===== src/hdl/btas_pkg.sv =====
package btas_pkg;

    // Register count of the core, bit 15 (PC) is always honored
    localparam int BTAS_NUM_REGS = 16;
    localparam int NUM_MASK_BITS = 16;

    localparam int ADDR_W      = 32;
    localparam int REG_IDX_W   = 4;
    localparam int CFG_IDX_W   = 3;
    localparam int CFG_DATA_W  = 4;
    localparam int PC_OFFS_W   = 4;
    localparam int COUNT_W     = 5;

    localparam logic [REG_IDX_W-1:0] PC_INDEX   = 4'd15;
    localparam logic [ADDR_W-1:0]    WORD_BYTES = 32'd4;
    localparam logic [ADDR_W-1:0]    WORD_MASK  = 32'hFFFF_FFFC;

    // Result kinds
    typedef enum logic [1:0] {
        KIND_XFER   = 2'd0,
        KIND_UNDEF  = 2'd1,
        KIND_ALIGN  = 2'd2,
        KIND_FINISH = 2'd3
    } t_kind;

    // Configuration register indexes
    localparam logic [CFG_IDX_W-1:0] CFG_ARCH_V7       = 3'd0;
    localparam logic [CFG_IDX_W-1:0] CFG_ARCH_V6       = 3'd1;
    localparam logic [CFG_IDX_W-1:0] CFG_UNALIGNED_EN  = 3'd2;
    localparam logic [CFG_IDX_W-1:0] CFG_ALIGN_CHECK   = 3'd3;
    localparam logic [CFG_IDX_W-1:0] CFG_BASE_RESTORED = 3'd4;
    localparam logic [CFG_IDX_W-1:0] CFG_PC_STORE_OFFS = 3'd5;

    localparam logic [PC_OFFS_W-1:0] PC_STORE_OFFS_RST = 4'd8;

    // Configuration state handed to the sequencer
    typedef struct packed {
        logic                 arch_v7;
        logic                 arch_v6;
        logic                 unaligned_en;
        logic                 align_check;
        logic                 base_restored;
        logic [PC_OFFS_W-1:0] pc_store_offs;
    } t_cfg;

endpackage


===== src/hdl/block_transfer_address_sequencer_top.sv =====
// Address sequencer for one load/store-multiple instruction.
// Input channel: one request per instruction (register mask, base register
// and value, instruction address, L/W/P/U/S bits), taken when i_in_valid is
// high and o_in_stall is low. o_in_stall stays high while an instruction is
// in work. Output channel: results on o_out_valid, taken when i_out_stall is
// low; the last result of an instruction has o_last set.
// Results: one undefined result, or one alignment-fault result, or one
// transfer per listed register in ascending order (a load that lists its
// base register moves that transfer to the end) followed by a finish result.
// Timing: one shared 32-bit adder computes the new base, the start address,
// the stored PC value and then each transfer address, one per cycle while the
// output is not stalled. The next request can be taken in the cycle after the
// last result is loaded into the output register, before that result is taken.
// A stalled output holds its result and the sequencer waits behind it.
// Configuration writes on i_cfg_we land at once; write only while idle.
// Reset (synchronous, active low) returns to idle, drops any pending result
// and loads the configuration reset values.
module block_transfer_address_sequencer_top #(
    parameter int NUM_REGS = btas_pkg::BTAS_NUM_REGS
) (
    input  logic                            i_clk,
    input  logic                            i_rst_n,
    // configuration
    input  logic                            i_cfg_we,
    input  logic [btas_pkg::CFG_IDX_W-1:0]  i_cfg_index,
    input  logic [btas_pkg::CFG_DATA_W-1:0] i_cfg_data,
    // request channel
    input  logic                            i_in_valid,
    output logic                            o_in_stall,
    input  logic [15:0]                     i_register_mask,
    input  logic [3:0]                      i_base_reg,
    input  logic [31:0]                     i_base_value,
    input  logic [31:0]                     i_instr_address,
    input  logic                            i_is_load_insn,
    input  logic                            i_writeback_bit,
    input  logic                            i_pre_index_bit,
    input  logic                            i_up_bit,
    input  logic                            i_s_bit,
    // result channel
    output logic                            o_out_valid,
    input  logic                            i_out_stall,
    output logic [1:0]                      o_kind,
    output logic [3:0]                      o_reg_index,
    output logic [31:0]                     o_address,
    output logic                            o_is_load,
    output logic                            o_user_bank,
    output logic [31:0]                     o_pc_store_value,
    output logic                            o_write_base,
    output logic [31:0]                     o_new_base,
    output logic                            o_exception_return,
    output logic                            o_pc_written,
    output logic                            o_last
);
    import btas_pkg::*;

    typedef enum logic [8:0] {
        ST_IDLE   = 9'b0_0000_0001,
        ST_NBASE  = 9'b0_0000_0010,
        ST_START  = 9'b0_0000_0100,
        ST_PCSV   = 9'b0_0000_1000,
        ST_XFER   = 9'b0_0001_0000,
        ST_DEFER  = 9'b0_0010_0000,
        ST_FINISH = 9'b0_0100_0000,
        ST_UNDEF  = 9'b0_1000_0000,
        ST_FAULT  = 9'b1_0000_0000
    } t_state;

    // Mask bits that exist on this core: low NUM_REGS registers plus PC
    localparam logic [NUM_MASK_BITS-1:0] KEEP_MASK =
        NUM_MASK_BITS'((32'd1 << NUM_REGS) - 32'd1) |
        (NUM_MASK_BITS'(1) << PC_INDEX);

    t_cfg cfg;

    btas_cfg u_cfg (
        .i_clk       (i_clk),
        .i_rst_n     (i_rst_n),
        .i_cfg_we    (i_cfg_we),
        .i_cfg_index (i_cfg_index),
        .i_cfg_data  (i_cfg_data),
        .o_cfg       (cfg)
    );

    // Control and instruction registers
    t_state                     r_state, n_state;
    logic [NUM_MASK_BITS-1:0]   r_list, n_list;
    logic [NUM_MASK_BITS-1:0]   r_rem, n_rem;
    logic [REG_IDX_W-1:0]       r_rn, n_rn;
    logic [ADDR_W-1:0]          r_base, n_base;
    logic [ADDR_W-1:0]          r_iaddr, n_iaddr;
    logic                       r_load, n_load;
    logic                       r_wback, n_wback;
    logic                       r_pre, n_pre;
    logic                       r_up, n_up;
    logic                       r_sbit, n_sbit;
    logic [ADDR_W-1:0]          r_nbase, n_nbase;
    logic [ADDR_W-1:0]          r_cur, n_cur;
    logic [ADDR_W-1:0]          r_pcsv, n_pcsv;
    logic [ADDR_W-1:0]          r_defer_addr, n_defer_addr;

    // Output register
    logic                       r_o_valid, n_o_valid;
    t_kind                      r_o_kind, n_o_kind;
    logic [REG_IDX_W-1:0]       r_o_reg_index, n_o_reg_index;
    logic [ADDR_W-1:0]          r_o_address, n_o_address;
    logic                       r_o_is_load, n_o_is_load;
    logic                       r_o_user_bank, n_o_user_bank;
    logic [ADDR_W-1:0]          r_o_pc_store_value, n_o_pc_store_value;
    logic                       r_o_write_base, n_o_write_base;
    logic [ADDR_W-1:0]          r_o_new_base, n_o_new_base;
    logic                       r_o_exception_return, n_o_exception_return;
    logic                       r_o_pc_written, n_o_pc_written;
    logic                       r_o_last, n_o_last;

    // Decode of the incoming request for the undefined check
    logic [NUM_MASK_BITS-1:0]   in_list;
    logic                       in_rn_in;
    logic                       in_exc;
    logic                       in_user;
    logic                       in_undef;
    logic                       in_accept;

    always_comb begin
        in_list  = i_register_mask & KEEP_MASK;
        in_rn_in = in_list[i_base_reg];
        in_exc   = i_s_bit && i_is_load_insn && in_list[PC_INDEX];
        in_user  = i_s_bit && !in_exc;
        in_undef = (i_base_reg == PC_INDEX) || (in_list == '0) ||
                   (i_is_load_insn && i_writeback_bit && in_rn_in && cfg.arch_v7) ||
                   (in_user && i_writeback_bit);
        in_accept = i_in_valid && (r_state == ST_IDLE);
    end

    // Flags of the held instruction
    logic                       rn_in;
    logic                       pc_in;
    logic                       exc;
    logic                       user;
    logic                       do_wb;
    logic                       defer;
    logic                       ignore_align;
    logic [COUNT_W-1:0]         count;
    logic [ADDR_W-1:0]          span;

    always_comb begin
        rn_in        = r_list[r_rn];
        pc_in        = r_list[PC_INDEX];
        exc          = r_sbit && r_load && pc_in;
        user         = r_sbit && !exc;
        do_wb        = r_wback && !(r_load && rn_in);
        defer        = r_load && rn_in;
        ignore_align = !(cfg.arch_v7 || (cfg.arch_v6 && cfg.unaligned_en)) &&
                       !cfg.align_check;
        count = '0;
        for (int i = 0; i < NUM_MASK_BITS; i++) begin
            count = count + COUNT_W'(r_list[i]);
        end
        span = ADDR_W'(count) << 2;
    end

    // Lowest remaining register in the list
    logic [REG_IDX_W-1:0]       next_idx;
    logic [NUM_MASK_BITS-1:0]   rem_cleared;

    always_comb begin
        next_idx = '0;
        for (int i = NUM_MASK_BITS - 1; i >= 0; i--) begin
            if (r_rem[i]) begin
                next_idx = REG_IDX_W'(i);
            end
        end
        rem_cleared = r_rem & (r_rem - NUM_MASK_BITS'(1));
    end

    // Operand select for the shared adder
    logic [ADDR_W-1:0] alu_a;
    logic [ADDR_W-1:0] alu_b;
    logic              alu_sub;
    logic [ADDR_W-1:0] alu_sum;

    always_comb begin
        alu_a   = r_cur;
        alu_b   = WORD_BYTES;
        alu_sub = 1'b0;
        unique case (r_state)
            ST_NBASE: begin
                alu_a   = r_base;
                alu_b   = span;
                alu_sub = !r_up;
            end
            ST_START: begin
                alu_a = r_up ? r_base : r_nbase;
                alu_b = (r_pre == r_up) ? WORD_BYTES : '0;
            end
            ST_PCSV: begin
                alu_a = r_iaddr;
                alu_b = ADDR_W'(cfg.pc_store_offs);
            end
            default: begin
                alu_a   = r_cur;
                alu_b   = WORD_BYTES;
                alu_sub = 1'b0;
            end
        endcase
    end

    btas_alu u_alu (
        .i_a   (alu_a),
        .i_b   (alu_b),
        .i_sub (alu_sub),
        .o_sum (alu_sum)
    );

    logic can_emit;
    assign can_emit = !r_o_valid || !i_out_stall;

    // Sequencer and result formation
    always_comb begin
        n_state      = r_state;
        n_list       = r_list;
        n_rem        = r_rem;
        n_rn         = r_rn;
        n_base       = r_base;
        n_iaddr      = r_iaddr;
        n_load       = r_load;
        n_wback      = r_wback;
        n_pre        = r_pre;
        n_up         = r_up;
        n_sbit       = r_sbit;
        n_nbase      = r_nbase;
        n_cur        = r_cur;
        n_pcsv       = r_pcsv;
        n_defer_addr = r_defer_addr;

        // output register drains when taken
        n_o_valid            = r_o_valid && i_out_stall;
        n_o_kind             = r_o_kind;
        n_o_reg_index        = r_o_reg_index;
        n_o_address          = r_o_address;
        n_o_is_load          = r_o_is_load;
        n_o_user_bank        = r_o_user_bank;
        n_o_pc_store_value   = r_o_pc_store_value;
        n_o_write_base       = r_o_write_base;
        n_o_new_base         = r_o_new_base;
        n_o_exception_return = r_o_exception_return;
        n_o_pc_written       = r_o_pc_written;
        n_o_last             = r_o_last;

        unique case (r_state)
            ST_IDLE: begin
                if (in_accept) begin
                    n_list  = in_list;
                    n_rem   = in_list;
                    n_rn    = i_base_reg;
                    n_base  = i_base_value;
                    n_iaddr = i_instr_address;
                    n_load  = i_is_load_insn;
                    n_wback = i_writeback_bit;
                    n_pre   = i_pre_index_bit;
                    n_up    = i_up_bit;
                    n_sbit  = i_s_bit;
                    n_state = in_undef ? ST_UNDEF : ST_NBASE;
                end
            end
            ST_NBASE: begin
                n_nbase = alu_sum;
                n_state = ST_START;
            end
            ST_START: begin
                if (ignore_align) begin
                    n_cur   = alu_sum & WORD_MASK;
                    n_state = ST_PCSV;
                end else if (alu_sum[1:0] != 2'b00) begin
                    n_cur   = alu_sum;
                    n_state = ST_FAULT;
                end else begin
                    n_cur   = alu_sum;
                    n_state = ST_PCSV;
                end
            end
            ST_PCSV: begin
                n_pcsv  = alu_sum;
                n_state = ST_XFER;
            end
            ST_XFER: begin
                if (defer && (next_idx == r_rn)) begin
                    // base register load goes last
                    n_defer_addr = r_cur;
                    n_cur        = alu_sum;
                    n_rem        = rem_cleared;
                end else if (can_emit) begin
                    n_o_valid            = 1'b1;
                    n_o_kind             = KIND_XFER;
                    n_o_reg_index        = next_idx;
                    n_o_address          = r_cur;
                    n_o_is_load          = r_load;
                    n_o_user_bank        = user && (next_idx != PC_INDEX);
                    n_o_pc_store_value   = (!r_load && (next_idx == PC_INDEX)) ?
                                           r_pcsv : '0;
                    n_o_write_base       = 1'b0;
                    n_o_new_base         = '0;
                    n_o_exception_return = 1'b0;
                    n_o_pc_written       = 1'b0;
                    n_o_last             = 1'b0;
                    n_cur                = alu_sum;
                    n_rem                = rem_cleared;
                end
                if (n_rem == '0) begin
                    n_state = defer ? ST_DEFER : ST_FINISH;
                end
            end
            ST_DEFER: begin
                if (can_emit) begin
                    n_o_valid            = 1'b1;
                    n_o_kind             = KIND_XFER;
                    n_o_reg_index        = r_rn;
                    n_o_address          = r_defer_addr;
                    n_o_is_load          = 1'b1;
                    n_o_user_bank        = user;
                    n_o_pc_store_value   = '0;
                    n_o_write_base       = 1'b0;
                    n_o_new_base         = '0;
                    n_o_exception_return = 1'b0;
                    n_o_pc_written       = 1'b0;
                    n_o_last             = 1'b0;
                    n_state              = ST_FINISH;
                end
            end
            ST_FINISH: begin
                if (can_emit) begin
                    n_o_valid            = 1'b1;
                    n_o_kind             = KIND_FINISH;
                    n_o_reg_index        = '0;
                    n_o_address          = '0;
                    n_o_is_load          = 1'b0;
                    n_o_user_bank        = 1'b0;
                    n_o_pc_store_value   = '0;
                    n_o_write_base       = do_wb;
                    n_o_new_base         = r_nbase;
                    n_o_exception_return = exc;
                    n_o_pc_written       = r_load && pc_in;
                    n_o_last             = 1'b1;
                    n_state              = ST_IDLE;
                end
            end
            ST_UNDEF: begin
                if (can_emit) begin
                    n_o_valid            = 1'b1;
                    n_o_kind             = KIND_UNDEF;
                    n_o_reg_index        = '0;
                    n_o_address          = '0;
                    n_o_is_load          = 1'b0;
                    n_o_user_bank        = 1'b0;
                    n_o_pc_store_value   = '0;
                    n_o_write_base       = 1'b0;
                    n_o_new_base         = '0;
                    n_o_exception_return = 1'b0;
                    n_o_pc_written       = 1'b0;
                    n_o_last             = 1'b1;
                    n_state              = ST_IDLE;
                end
            end
            ST_FAULT: begin
                if (can_emit) begin
                    n_o_valid            = 1'b1;
                    n_o_kind             = KIND_ALIGN;
                    n_o_reg_index        = '0;
                    n_o_address          = r_cur;
                    n_o_is_load          = 1'b0;
                    n_o_user_bank        = 1'b0;
                    n_o_pc_store_value   = '0;
                    n_o_write_base       = do_wb && !cfg.base_restored;
                    n_o_new_base         = r_nbase;
                    n_o_exception_return = 1'b0;
                    n_o_pc_written       = 1'b0;
                    n_o_last             = 1'b1;
                    n_state              = ST_IDLE;
                end
            end
            default: begin
                n_state = ST_IDLE;
            end
        endcase
    end

    // Control registers
    always_ff @(posedge i_clk) begin
        if (!i_rst_n) begin
            r_state   <= ST_IDLE;
            r_o_valid <= 1'b0;
        end else begin
            r_state   <= n_state;
            r_o_valid <= n_o_valid;
        end
    end

    // Payload registers
    always_ff @(posedge i_clk) begin
        r_list               <= n_list;
        r_rem                <= n_rem;
        r_rn                 <= n_rn;
        r_base               <= n_base;
        r_iaddr              <= n_iaddr;
        r_load               <= n_load;
        r_wback              <= n_wback;
        r_pre                <= n_pre;
        r_up                 <= n_up;
        r_sbit               <= n_sbit;
        r_nbase              <= n_nbase;
        r_cur                <= n_cur;
        r_pcsv               <= n_pcsv;
        r_defer_addr         <= n_defer_addr;
        r_o_kind             <= n_o_kind;
        r_o_reg_index        <= n_o_reg_index;
        r_o_address          <= n_o_address;
        r_o_is_load          <= n_o_is_load;
        r_o_user_bank        <= n_o_user_bank;
        r_o_pc_store_value   <= n_o_pc_store_value;
        r_o_write_base       <= n_o_write_base;
        r_o_new_base         <= n_o_new_base;
        r_o_exception_return <= n_o_exception_return;
        r_o_pc_written       <= n_o_pc_written;
        r_o_last             <= n_o_last;
    end

    assign o_in_stall         = (r_state != ST_IDLE);
    assign o_out_valid        = r_o_valid;
    assign o_kind             = r_o_kind;
    assign o_reg_index        = r_o_reg_index;
    assign o_address          = r_o_address;
    assign o_is_load          = r_o_is_load;
    assign o_user_bank        = r_o_user_bank;
    assign o_pc_store_value   = r_o_pc_store_value;
    assign o_write_base       = r_o_write_base;
    assign o_new_base         = r_o_new_base;
    assign o_exception_return = r_o_exception_return;
    assign o_pc_written       = r_o_pc_written;
    assign o_last             = r_o_last;

endmodule


===== src/hdl/btas_cfg.sv =====
module btas_cfg (
    input  logic                            i_clk,
    input  logic                            i_rst_n,
    input  logic                            i_cfg_we,
    input  logic [btas_pkg::CFG_IDX_W-1:0]  i_cfg_index,
    input  logic [btas_pkg::CFG_DATA_W-1:0] i_cfg_data,
    output btas_pkg::t_cfg                  o_cfg
);
    import btas_pkg::*;

    t_cfg r_cfg;
    t_cfg n_cfg;

    // Register write decode, unknown indexes are dropped
    always_comb begin
        n_cfg = r_cfg;
        if (i_cfg_we) begin
            unique case (i_cfg_index)
                CFG_ARCH_V7:       n_cfg.arch_v7       = i_cfg_data[0];
                CFG_ARCH_V6:       n_cfg.arch_v6       = i_cfg_data[0];
                CFG_UNALIGNED_EN:  n_cfg.unaligned_en  = i_cfg_data[0];
                CFG_ALIGN_CHECK:   n_cfg.align_check   = i_cfg_data[0];
                CFG_BASE_RESTORED: n_cfg.base_restored = i_cfg_data[0];
                CFG_PC_STORE_OFFS: n_cfg.pc_store_offs = i_cfg_data[PC_OFFS_W-1:0];
                default:           n_cfg = r_cfg;
            endcase
        end
    end

    always_ff @(posedge i_clk) begin
        if (!i_rst_n) begin
            r_cfg.arch_v7       <= 1'b1;
            r_cfg.arch_v6       <= 1'b0;
            r_cfg.unaligned_en  <= 1'b0;
            r_cfg.align_check   <= 1'b0;
            r_cfg.base_restored <= 1'b0;
            r_cfg.pc_store_offs <= PC_STORE_OFFS_RST;
        end else begin
            r_cfg <= n_cfg;
        end
    end

    assign o_cfg = r_cfg;

endmodule


===== src/hdl/btas_alu.sv =====
module btas_alu (
    input  logic [btas_pkg::ADDR_W-1:0] i_a,
    input  logic [btas_pkg::ADDR_W-1:0] i_b,
    input  logic                        i_sub,
    output logic [btas_pkg::ADDR_W-1:0] o_sum
);
    import btas_pkg::*;

    // Shared 32-bit adder/subtractor, wraps modulo 2^32
    always_comb begin
        if (i_sub) begin
            o_sum = i_a - i_b;
        end else begin
            o_sum = i_a + i_b;
        end
    end

endmodule

===== config.mk =====
export PLATFORM = sky130hd
export DESIGN_NAME = block_transfer_address_sequencer_top
export DESIGN_NICKNAME = d
export VERILOG_FILES = /design/src/hdl/btas_pkg.sv /design/src/hdl/block_transfer_address_sequencer_top.sv /design/src/hdl/btas_cfg.sv /design/src/hdl/btas_alu.sv
export SDC_FILE = /design/constraint.sdc
export NUM_CORES = 1
export LEC_CHECK = 0
export ABC_AREA = 0
export BUFFER_PORTS_ARGS = -buffer_cell sky130_fd_sc_hd__buf_2
export CAP_MARGIN = 20
export CORE_ASPECT_RATIO = 1.4
export CORE_UTILIZATION = 54
export CTS_BUF_LIST = sky130_fd_sc_hd__clkbuf_4
export DETAILED_ROUTE_END_ITERATION = 8
export GPL_ROUTABILITY_DRIVEN = 0
export PLACE_DENSITY_LB_ADDON = 0.1
export SETUP_SLACK_MARGIN = 0.2
export SLEW_MARGIN = 20
export SYNTH_ARGS = -nofsm -noshare
export SYNTH_HDL_FRONTEND = slang
export SYNTH_SLANG_ARGS = --single-unit

===== constraint.sdc =====
create_clock -name i_clk -period 6.5 [get_ports i_clk]
set_input_delay 1.3 -clock i_clk [delete_from_list [all_inputs] [get_ports i_clk]]
set_output_delay 1.3 -clock i_clk [all_outputs]
set_load 0.005 [all_outputs]

# After elaboration in Yosys (flattened, before gate mapping)
# Cells that the tools add are included.
[word_totals]
word_cells = 257
reg_bits = 360
input_bits = 101
[classes]
eq_ne = 33
bitwise_logic = 1
mux = 96
n_reduce_logical = 74
order_cmp = 2
addsub = 18
[ops]
columns = ["cell", "n"]
rows = [
  ["$mux 32", 14],
  ["$pmux 32 s3", 2],
  ["$pmux 32 s2", 2],
  ["$pmux 32 s4", 1],
  ["$mux 4", 20],
  ["$mux 16", 4],
  ["$pmux 9 s7", 1],
  ["$add 5x1->5", 11],
  ["$mux 9", 6],
  ["$add 32x7->32", 1],
  ["$logic_not 16->1", 2],
  ["$pmux 16 s2", 1],
  ["$sub 32x7->32", 1],
  ["$mux 1", 24],
  ["$logic_and 1x1->1", 21],
  ["$pmux 7 s3", 1],
  ["$reduce_and 2->1", 10],
  ["$and 16x16->16", 1],
  ["$ne 2x2->1 const B", 8],
  ["$reduce_and 4->1", 4],
  ["$sub 16x1->16 const B", 1],
  ["$pmux 1 s3", 5],
  ["$mux 2", 6],
  ["$pmux 4 s3", 1],
  ["other kinds (43)", 76],
]

# Logic depth before layout (Yosys ltp)
[depth]
ltp_word = 23
depth_mapped = 26

# By module
# From an unflattened synthesis, not the netlist that was laid out.
[hier_totals]
hier_cells = 1317
area_unflattened_um2 = 16990.0
[by_module_without_submodules]
columns = ["module", "area_each_um2", "cells_per_inst", "n_inst"]
rows = [
  ["block_transfer_address_sequencer_top", 14222.4, 940, 1],
  ["btas_alu", 2353.5, 337, 1],
  ["btas_cfg", 414.1, 40, 1],
]

# Least setup slack after synthesis
# No wires, ideal clock.
[synth_path]
kind = "register -> register"
startpoint = "reg r_list[0]"
endpoint = "reg r_cur[30], data pin"
arrival_time_ps = 6252
setup_slack_ps = -19
stages_incl_launch_ff = 23
synth_period_minus_slack_ps = 6519
path_buffers = 0
path_cell_list = "edfxtp_1 > inv_1 > fa_1 > fa_1 > fa_1 > fa_1 > inv_1 > ha_1 > fa_1 > nand3_1 > o21ai_0 > a21oi_1 > o22ai_1 > ha_1 > a2111oi_0 > nand2_1 > o311ai_0 > o21bai_1 > o21ai_0 > o21ai_0 > a21o_1 > a31oi_1 > xnor2_1"
[synth_between]
elab_chain_cells = 21
elab_cells_between_ends = 26
classes_between = "add/sub: 17; mux: 7; reduce/logical: 2"
[synth_lines]
columns = ["element", "line_no", "text"]
rows = [
  ["start, declared", "block_transfer_address_sequencer_top.sv:86", "logic [NUM_MASK_BITS-1:0] r_list, n_list;"],
  ["start signal, assigned", "block_transfer_address_sequencer_top.sv:399", "r_list <= n_list;"],
  ["$add 1x1->2 *", "block_transfer_address_sequencer_top.sv:156", "count = count + COUNT_W'(r_list[i]);"],
  ["$add 2x1->3 *", "block_transfer_address_sequencer_top.sv:156", ""],
  ["$add 3x1->4 *", "block_transfer_address_sequencer_top.sv:156", ""],
  ["$add 4x1->5 *", "block_transfer_address_sequencer_top.sv:156", ""],
  ["$add 5x1->5 * (11 in a row)", "block_transfer_address_sequencer_top.sv:156", ""],
  ["$pmux 7 s3 *", "block_transfer_address_sequencer_top.sv:185", "unique case (r_state)"],
  ["$add 32x7->32 / $sub 32x7->32 (equally long branches)", "btas_alu.sv:14, btas_alu.sv:12", ""],
  ["$mux 32 *", "btas_alu.sv:11", "if (i_sub) begin"],
  ["via alu_sum[30]", "block_transfer_address_sequencer_top.sv:179", "logic [ADDR_W-1:0] alu_sum;"],
  ["$mux 32", "block_transfer_address_sequencer_top.sv:291", "end else if (can_emit) begin"],
  ["$mux 32", "block_transfer_address_sequencer_top.sv:286", "if (defer && (next_idx == r_rn)) begin"],
  ["$pmux 32 s2 *", "block_transfer_address_sequencer_top.sv:249", "unique case (r_state)"],
  ["end signal, assigned", "block_transfer_address_sequencer_top.sv:410", "r_cur <= n_cur;"],
  ["end, declared", "block_transfer_address_sequencer_top.sv:97", "logic [ADDR_W-1:0] r_cur, n_cur;"],
]
# The timed path passes the listed nets; every way through them passes the cells marked *. The select of a mux whose other input is x is not followed.
# A chain may end at the register's enable or synchronous reset.

# Worst setup path after layout
[layout_path]
startpoint = "reg r_list[0]"
endpoint = "reg r_pcsv[30], data pin"
[layout_between]
elab_chain_cells = 18
elab_cells_between_ends = 19
classes_between = "add/sub: 17; mux: 2"
[layout_lines]
columns = ["element", "line_no", "text"]
rows = [
  ["$add 1x1->2 *", "block_transfer_address_sequencer_top.sv:156", ""],
  ["$add 2x1->3 *", "block_transfer_address_sequencer_top.sv:156", ""],
  ["$add 3x1->4 *", "block_transfer_address_sequencer_top.sv:156", ""],
  ["$add 4x1->5 *", "block_transfer_address_sequencer_top.sv:156", ""],
  ["$add 5x1->5 * (11 in a row)", "block_transfer_address_sequencer_top.sv:156", ""],
  ["$pmux 7 s3 *", "block_transfer_address_sequencer_top.sv:185", ""],
  ["$add 32x7->32 / $sub 32x7->32 (equally long branches)", "btas_alu.sv:14, btas_alu.sv:12", ""],
  ["$mux 32 *", "btas_alu.sv:11", ""],
  ["via alu_sum[30]", "block_transfer_address_sequencer_top.sv:179", ""],
  ["end signal, assigned", "block_transfer_address_sequencer_top.sv:411", "r_pcsv <= n_pcsv;"],
  ["end, declared", "block_transfer_address_sequencer_top.sv:98", "logic [ADDR_W-1:0] r_pcsv, n_pcsv;"],
]
# The timed path passes the listed nets; every way through them passes the cells marked *.

==> results.cfg <==
[run_status]
outcome = finished clean

[clock_tree]
ctsHtreeMaxLevel = 3
clock_sinks = 360
worst_skew_pair.late_latency_ns = 0.74
cts_tree = done
clock_path_buffers = 3
holdBufCountCts = 0
cts.reportedPaths.clkPinSlew_ns = 0.07
cts_root_buffer = sky130_fd_sc_hd__clkbuf_4
cts-buffers-inserted = 85

[cells_and_area]
layout-area-overhead-vs-synth_pct = 18.36
num-nets-final = 1727
final_core_util_pct = 65.04
final_layout_size_suffix_gt1_share_pct = 28.84
num-fill-cells = 2372
layout_common_cells = sky130_fd_sc_hd__edfxtp_1, sky130_fd_sc_hd__buf_2, sky130_fd_sc_hd__nand2_1
layout.cells.most_common = sky130_fd_sc_hd__edfxtp_1

[timing]
hold_ws_ns = 0.4831
timing.final.ws_setup_ns = 0.3570
finalHoldViolations = 0
unrepaired_setup_endpoints_after_global_routing = true
finClkSkew_ns = 0.03291
finalWorstPathRequiredPeriod_ns = 6.143
timing.final.setup_violations = 0
setup-tns-final_ns = 0
clock.fmax_ghz = 0.1628
maxSlewViolCount = 0
slew_limit_headroom_pct = 31.47
fin_crit_sh_pct = 94.51
tightestPinTransition_ns = 1.028

[grt]
grt.overflow.total = 0
grt_first_pass_wirelength_um = 64810
pin_count_of_the_biggest_net_entering_global_routing = 55
number_of_antenna_violations_at_the_first_check_in_global_routing = 1
first_global_vias = 11949
grt_util_all_layers_pct = 27.96

[detailed_routing]
drt_iter0_drc = 810
drc = 0
wire_per_inst_um = 21.18
vias_per_cell = 5.803
drt.antenna.violating_nets = 0
via_count = 11763
post_detailed_routing_wire_length_um = 42930
detail_route.first_pass.iterations = 5

[worst_setup_path]
timing.critical_path.depth = 23
critical-path-top-cell-by-count = sky130_fd_sc_hd__fa_1
critical-path-slowest-cell = sky130_fd_sc_hd__fa_1
regToRegEndpoint = r_pcsv[30]$_DFFE_PN_
criticalPathCategory = flop to flop
worstSetupEndpointType = flop
delay_heaviest_family_cp = adder cells
reg2reg_depth = 23
crit_end = r_pcsv[30]$_DFFE_PN_
reg2reg_from = r_list[0]$_DFFE_PP_
critical_path.startpoint_type = flop
timing.critical_path.required_ns = 6.97
worst_path_arrival_time_ns = 6.61
timing.critical_path.fanout_max = 6
startpoint = r_list[0]$_DFFE_PP_
crit_path_cell_trace = inv_2 > fa_1 > fa_1 > fa_1 > fa_1 > inv_2 > ha_4 > fa_2 > nand2_2 > buf_4 > nand3_2 > o22ai_2 > ha_1 > a2111oi_4 > nand2_1 > o311ai_2 > buf_4 > o21bai_4 > o21ai_2 > o21ai_2 > a21o_1 > a31oi_1 > xnor2_1
worst_path_largest_cell_delay_ns = 0.56
worst-r2r-setup-slack_ns = 0.36
critical_path.n_buffers_inverters = 4

[die]
dieWidth_um = 149.7
chipHeight_um = 208.8
initial_utilization_pct = 54.95
core.rowCount = 75
design.die.area_um2 = 31270
placeableCoreArea_um2 = 30030
design.portCount = 211

[hold_path]
timing.hold.worst.class = flop to flop

[power]
power.density_cell_area_nw_per_um2 = 298.9
power.static_leakage_nw = 7.426
vdd_ir_drop_max_uv = 180.0

[flow_run]
maximum_capacitance_violations = 0

[yosys]
synth_edf_count = 341
netlist_area_before_placement_um2 = 16500
syn_area_per_cell_um2 = 12.79
yosys_warnings = 0
async_flop_share_pct = 0
yosys.cell_types.count = 80
post_synth_inst_count = 1290
synthesis_stage_register_bit_count = 360
synth.yosys.seq_area_share_pct = 64.36
dominantRegCellSynth = sky130_fd_sc_hd__edfxtp_1
synth_nets = 1440

[placed_design]
port_buffers = 210
hpwlAfterDp_um = 29470
placement.setup.worst_slack_ns = -0.1729
## cells by family after synthesis
group                    after synthesis  share of synthesized area, %
AND/OR/NAND/NOR                      440                         13.19
flip-flops                           360                         64.36
adder cells (fa/ha/maj)               50                         4.277
buffers and inverters                105                         2.859
AO/OA/AOI/OAI                        278                         11.44
XOR/XNOR                              37                         1.964
multiplexers                          20                         1.911
## cell usage after synthesis, types with 4 or more instances
cell / number / area [um^2]
sky130_fd_sc_hd__a2111oi_0: 4 / 35.03
sky130_fd_sc_hd__a211oi_1: 15 / 112.6
sky130_fd_sc_hd__a21o_1: 13 / 97.59
sky130_fd_sc_hd__a21oi_1: 43 / 215.2
sky130_fd_sc_hd__a22oi_1: 29 / 217.7
sky130_fd_sc_hd__a31oi_1: 31 / 193.9
sky130_fd_sc_hd__and2_1: 36 / 225.2
sky130_fd_sc_hd__and3_1: 5 / 31.28
sky130_fd_sc_hd__and3b_1: 4 / 35.03
sky130_fd_sc_hd__clkbuf_1: 46 / 172.7
sky130_fd_sc_hd__clkbuf_8: 6 / 82.58
sky130_fd_sc_hd__dfxtp_1: 19 / 380.4
sky130_fd_sc_hd__edfxtp_1: 341 / 10240
sky130_fd_sc_hd__fa_1: 11 / 220.2
sky130_fd_sc_hd__ha_1: 38 / 475.5
sky130_fd_sc_hd__inv_1: 48 / 180.2
sky130_fd_sc_hd__mux2i_1: 9 / 90.09
sky130_fd_sc_hd__mux4_2: 9 / 202.7
sky130_fd_sc_hd__nand2_1: 170 / 638.1
sky130_fd_sc_hd__nand2b_1: 4 / 25.02
sky130_fd_sc_hd__nand3_1: 18 / 90.09
sky130_fd_sc_hd__nand3b_1: 5 / 37.54
sky130_fd_sc_hd__nand4_1: 9 / 56.30
sky130_fd_sc_hd__nor2_1: 78 / 292.8
sky130_fd_sc_hd__nor2b_1: 46 / 287.8
sky130_fd_sc_hd__nor3_1: 14 / 70.07
sky130_fd_sc_hd__nor4_1: 14 / 87.58
sky130_fd_sc_hd__o211ai_1: 9 / 67.56
sky130_fd_sc_hd__o21a_1: 11 / 82.58
sky130_fd_sc_hd__o21ai_0: 71 / 355.3
sky130_fd_sc_hd__o21bai_1: 4 / 30.03
sky130_fd_sc_hd__o22ai_1: 7 / 43.79
sky130_fd_sc_hd__o31ai_1: 7 / 52.55
sky130_fd_sc_hd__or2_2: 5 / 31.28
sky130_fd_sc_hd__or3_1: 5 / 31.28
sky130_fd_sc_hd__or4_1: 5 / 37.54
sky130_fd_sc_hd__xnor2_1: 25 / 219.0
sky130_fd_sc_hd__xor2_1: 12 / 105.1
## layer usage
metal	track usage (%)	vias up	wire, um
met3	5.873	96	3603
met2	47.35	545	21730
li1	-	5451	-
met1	34.15	5671	16050
met5	0	-	0
met4	12.64	0	1539
## layout make-up
type	count	area (um^2)	share of cell area (%)
antenna	2	5.005	0.02563
clock buffer	121	908.4	4.651
clock inverter	29	171.4	0.8777
inverter	48	181.4	0.9290
multi-input combinational	825	5707	29.22
sequential	360	10620	54.38
tap	385	481.7	2.467
timing repair buffer	257	1455	7.451
## flip-flops by register name, indices dropped and copies added (netlist names), 16 cells and up
name,flops
o_address,32
o_new_base,32
o_pc_store_value,32
r_base,32
r_cur,32
r_defer_addr,32
r_iaddr,32
r_nbase,32
r_pcsv,32
r_list,16
r_rem,16
## stage by stage
| step | power, mW | std cells | cell area [um^2] |
|---|---|---|---|
| after global placement | 3.857 | 1860 | 18070 |
| after CTS | 5.726 | 2015 | 19290 |
| final | 5.837 | 2027 | 19530 |
| after global routing | 6.121 | 2026 | 19530 |
| after floorplan | 3.566 | 1290 | 16510 |
| after detailed placement | 3.877 | 1862 | 18120 |
## worst min-delay path by stage
stage	start	endpoint	slack, ns	cells after the start
after global routing	r_cur[12]$_DFFE_PP_	r_defer_addr[12]$_DFFE_PP_	0.50	0
after floorplan	r_cur[0]$_DFFE_PP_	r_defer_addr[0]$_DFFE_PP_	0.44	0
final	r_cur[15]$_DFFE_PP_	r_defer_addr[15]$_DFFE_PP_	0.48	0
after CTS	r_cur[15]$_DFFE_PP_	r_defer_addr[15]$_DFFE_PP_	0.48	0
after detailed placement	r_cur[23]$_DFFE_PP_	r_defer_addr[23]$_DFFE_PP_	0.46	0
after global placement	r_cur[13]$_DFFE_PP_	r_defer_addr[13]$_DFFE_PP_	0.46	0
## what timing repair did
item	4_1_cts	5_1_grt
cloned	0	0
endpoints found under the setup margin	42	54
pin swaps	11	28
resized for setup	20	36
setup buffers	3	10
## power breakdown
part	total (mW)	internal [mW]	leakage [nW]	switching (mW)
sequential	2.82	2.73	3.29	0.0903
combinational	1.20	0.498	3.50	0.706
clock	1.82	0.938	0.637	0.878
total	5.84	4.16	7.43	1.67
Power figures use the tool's default switching activity.
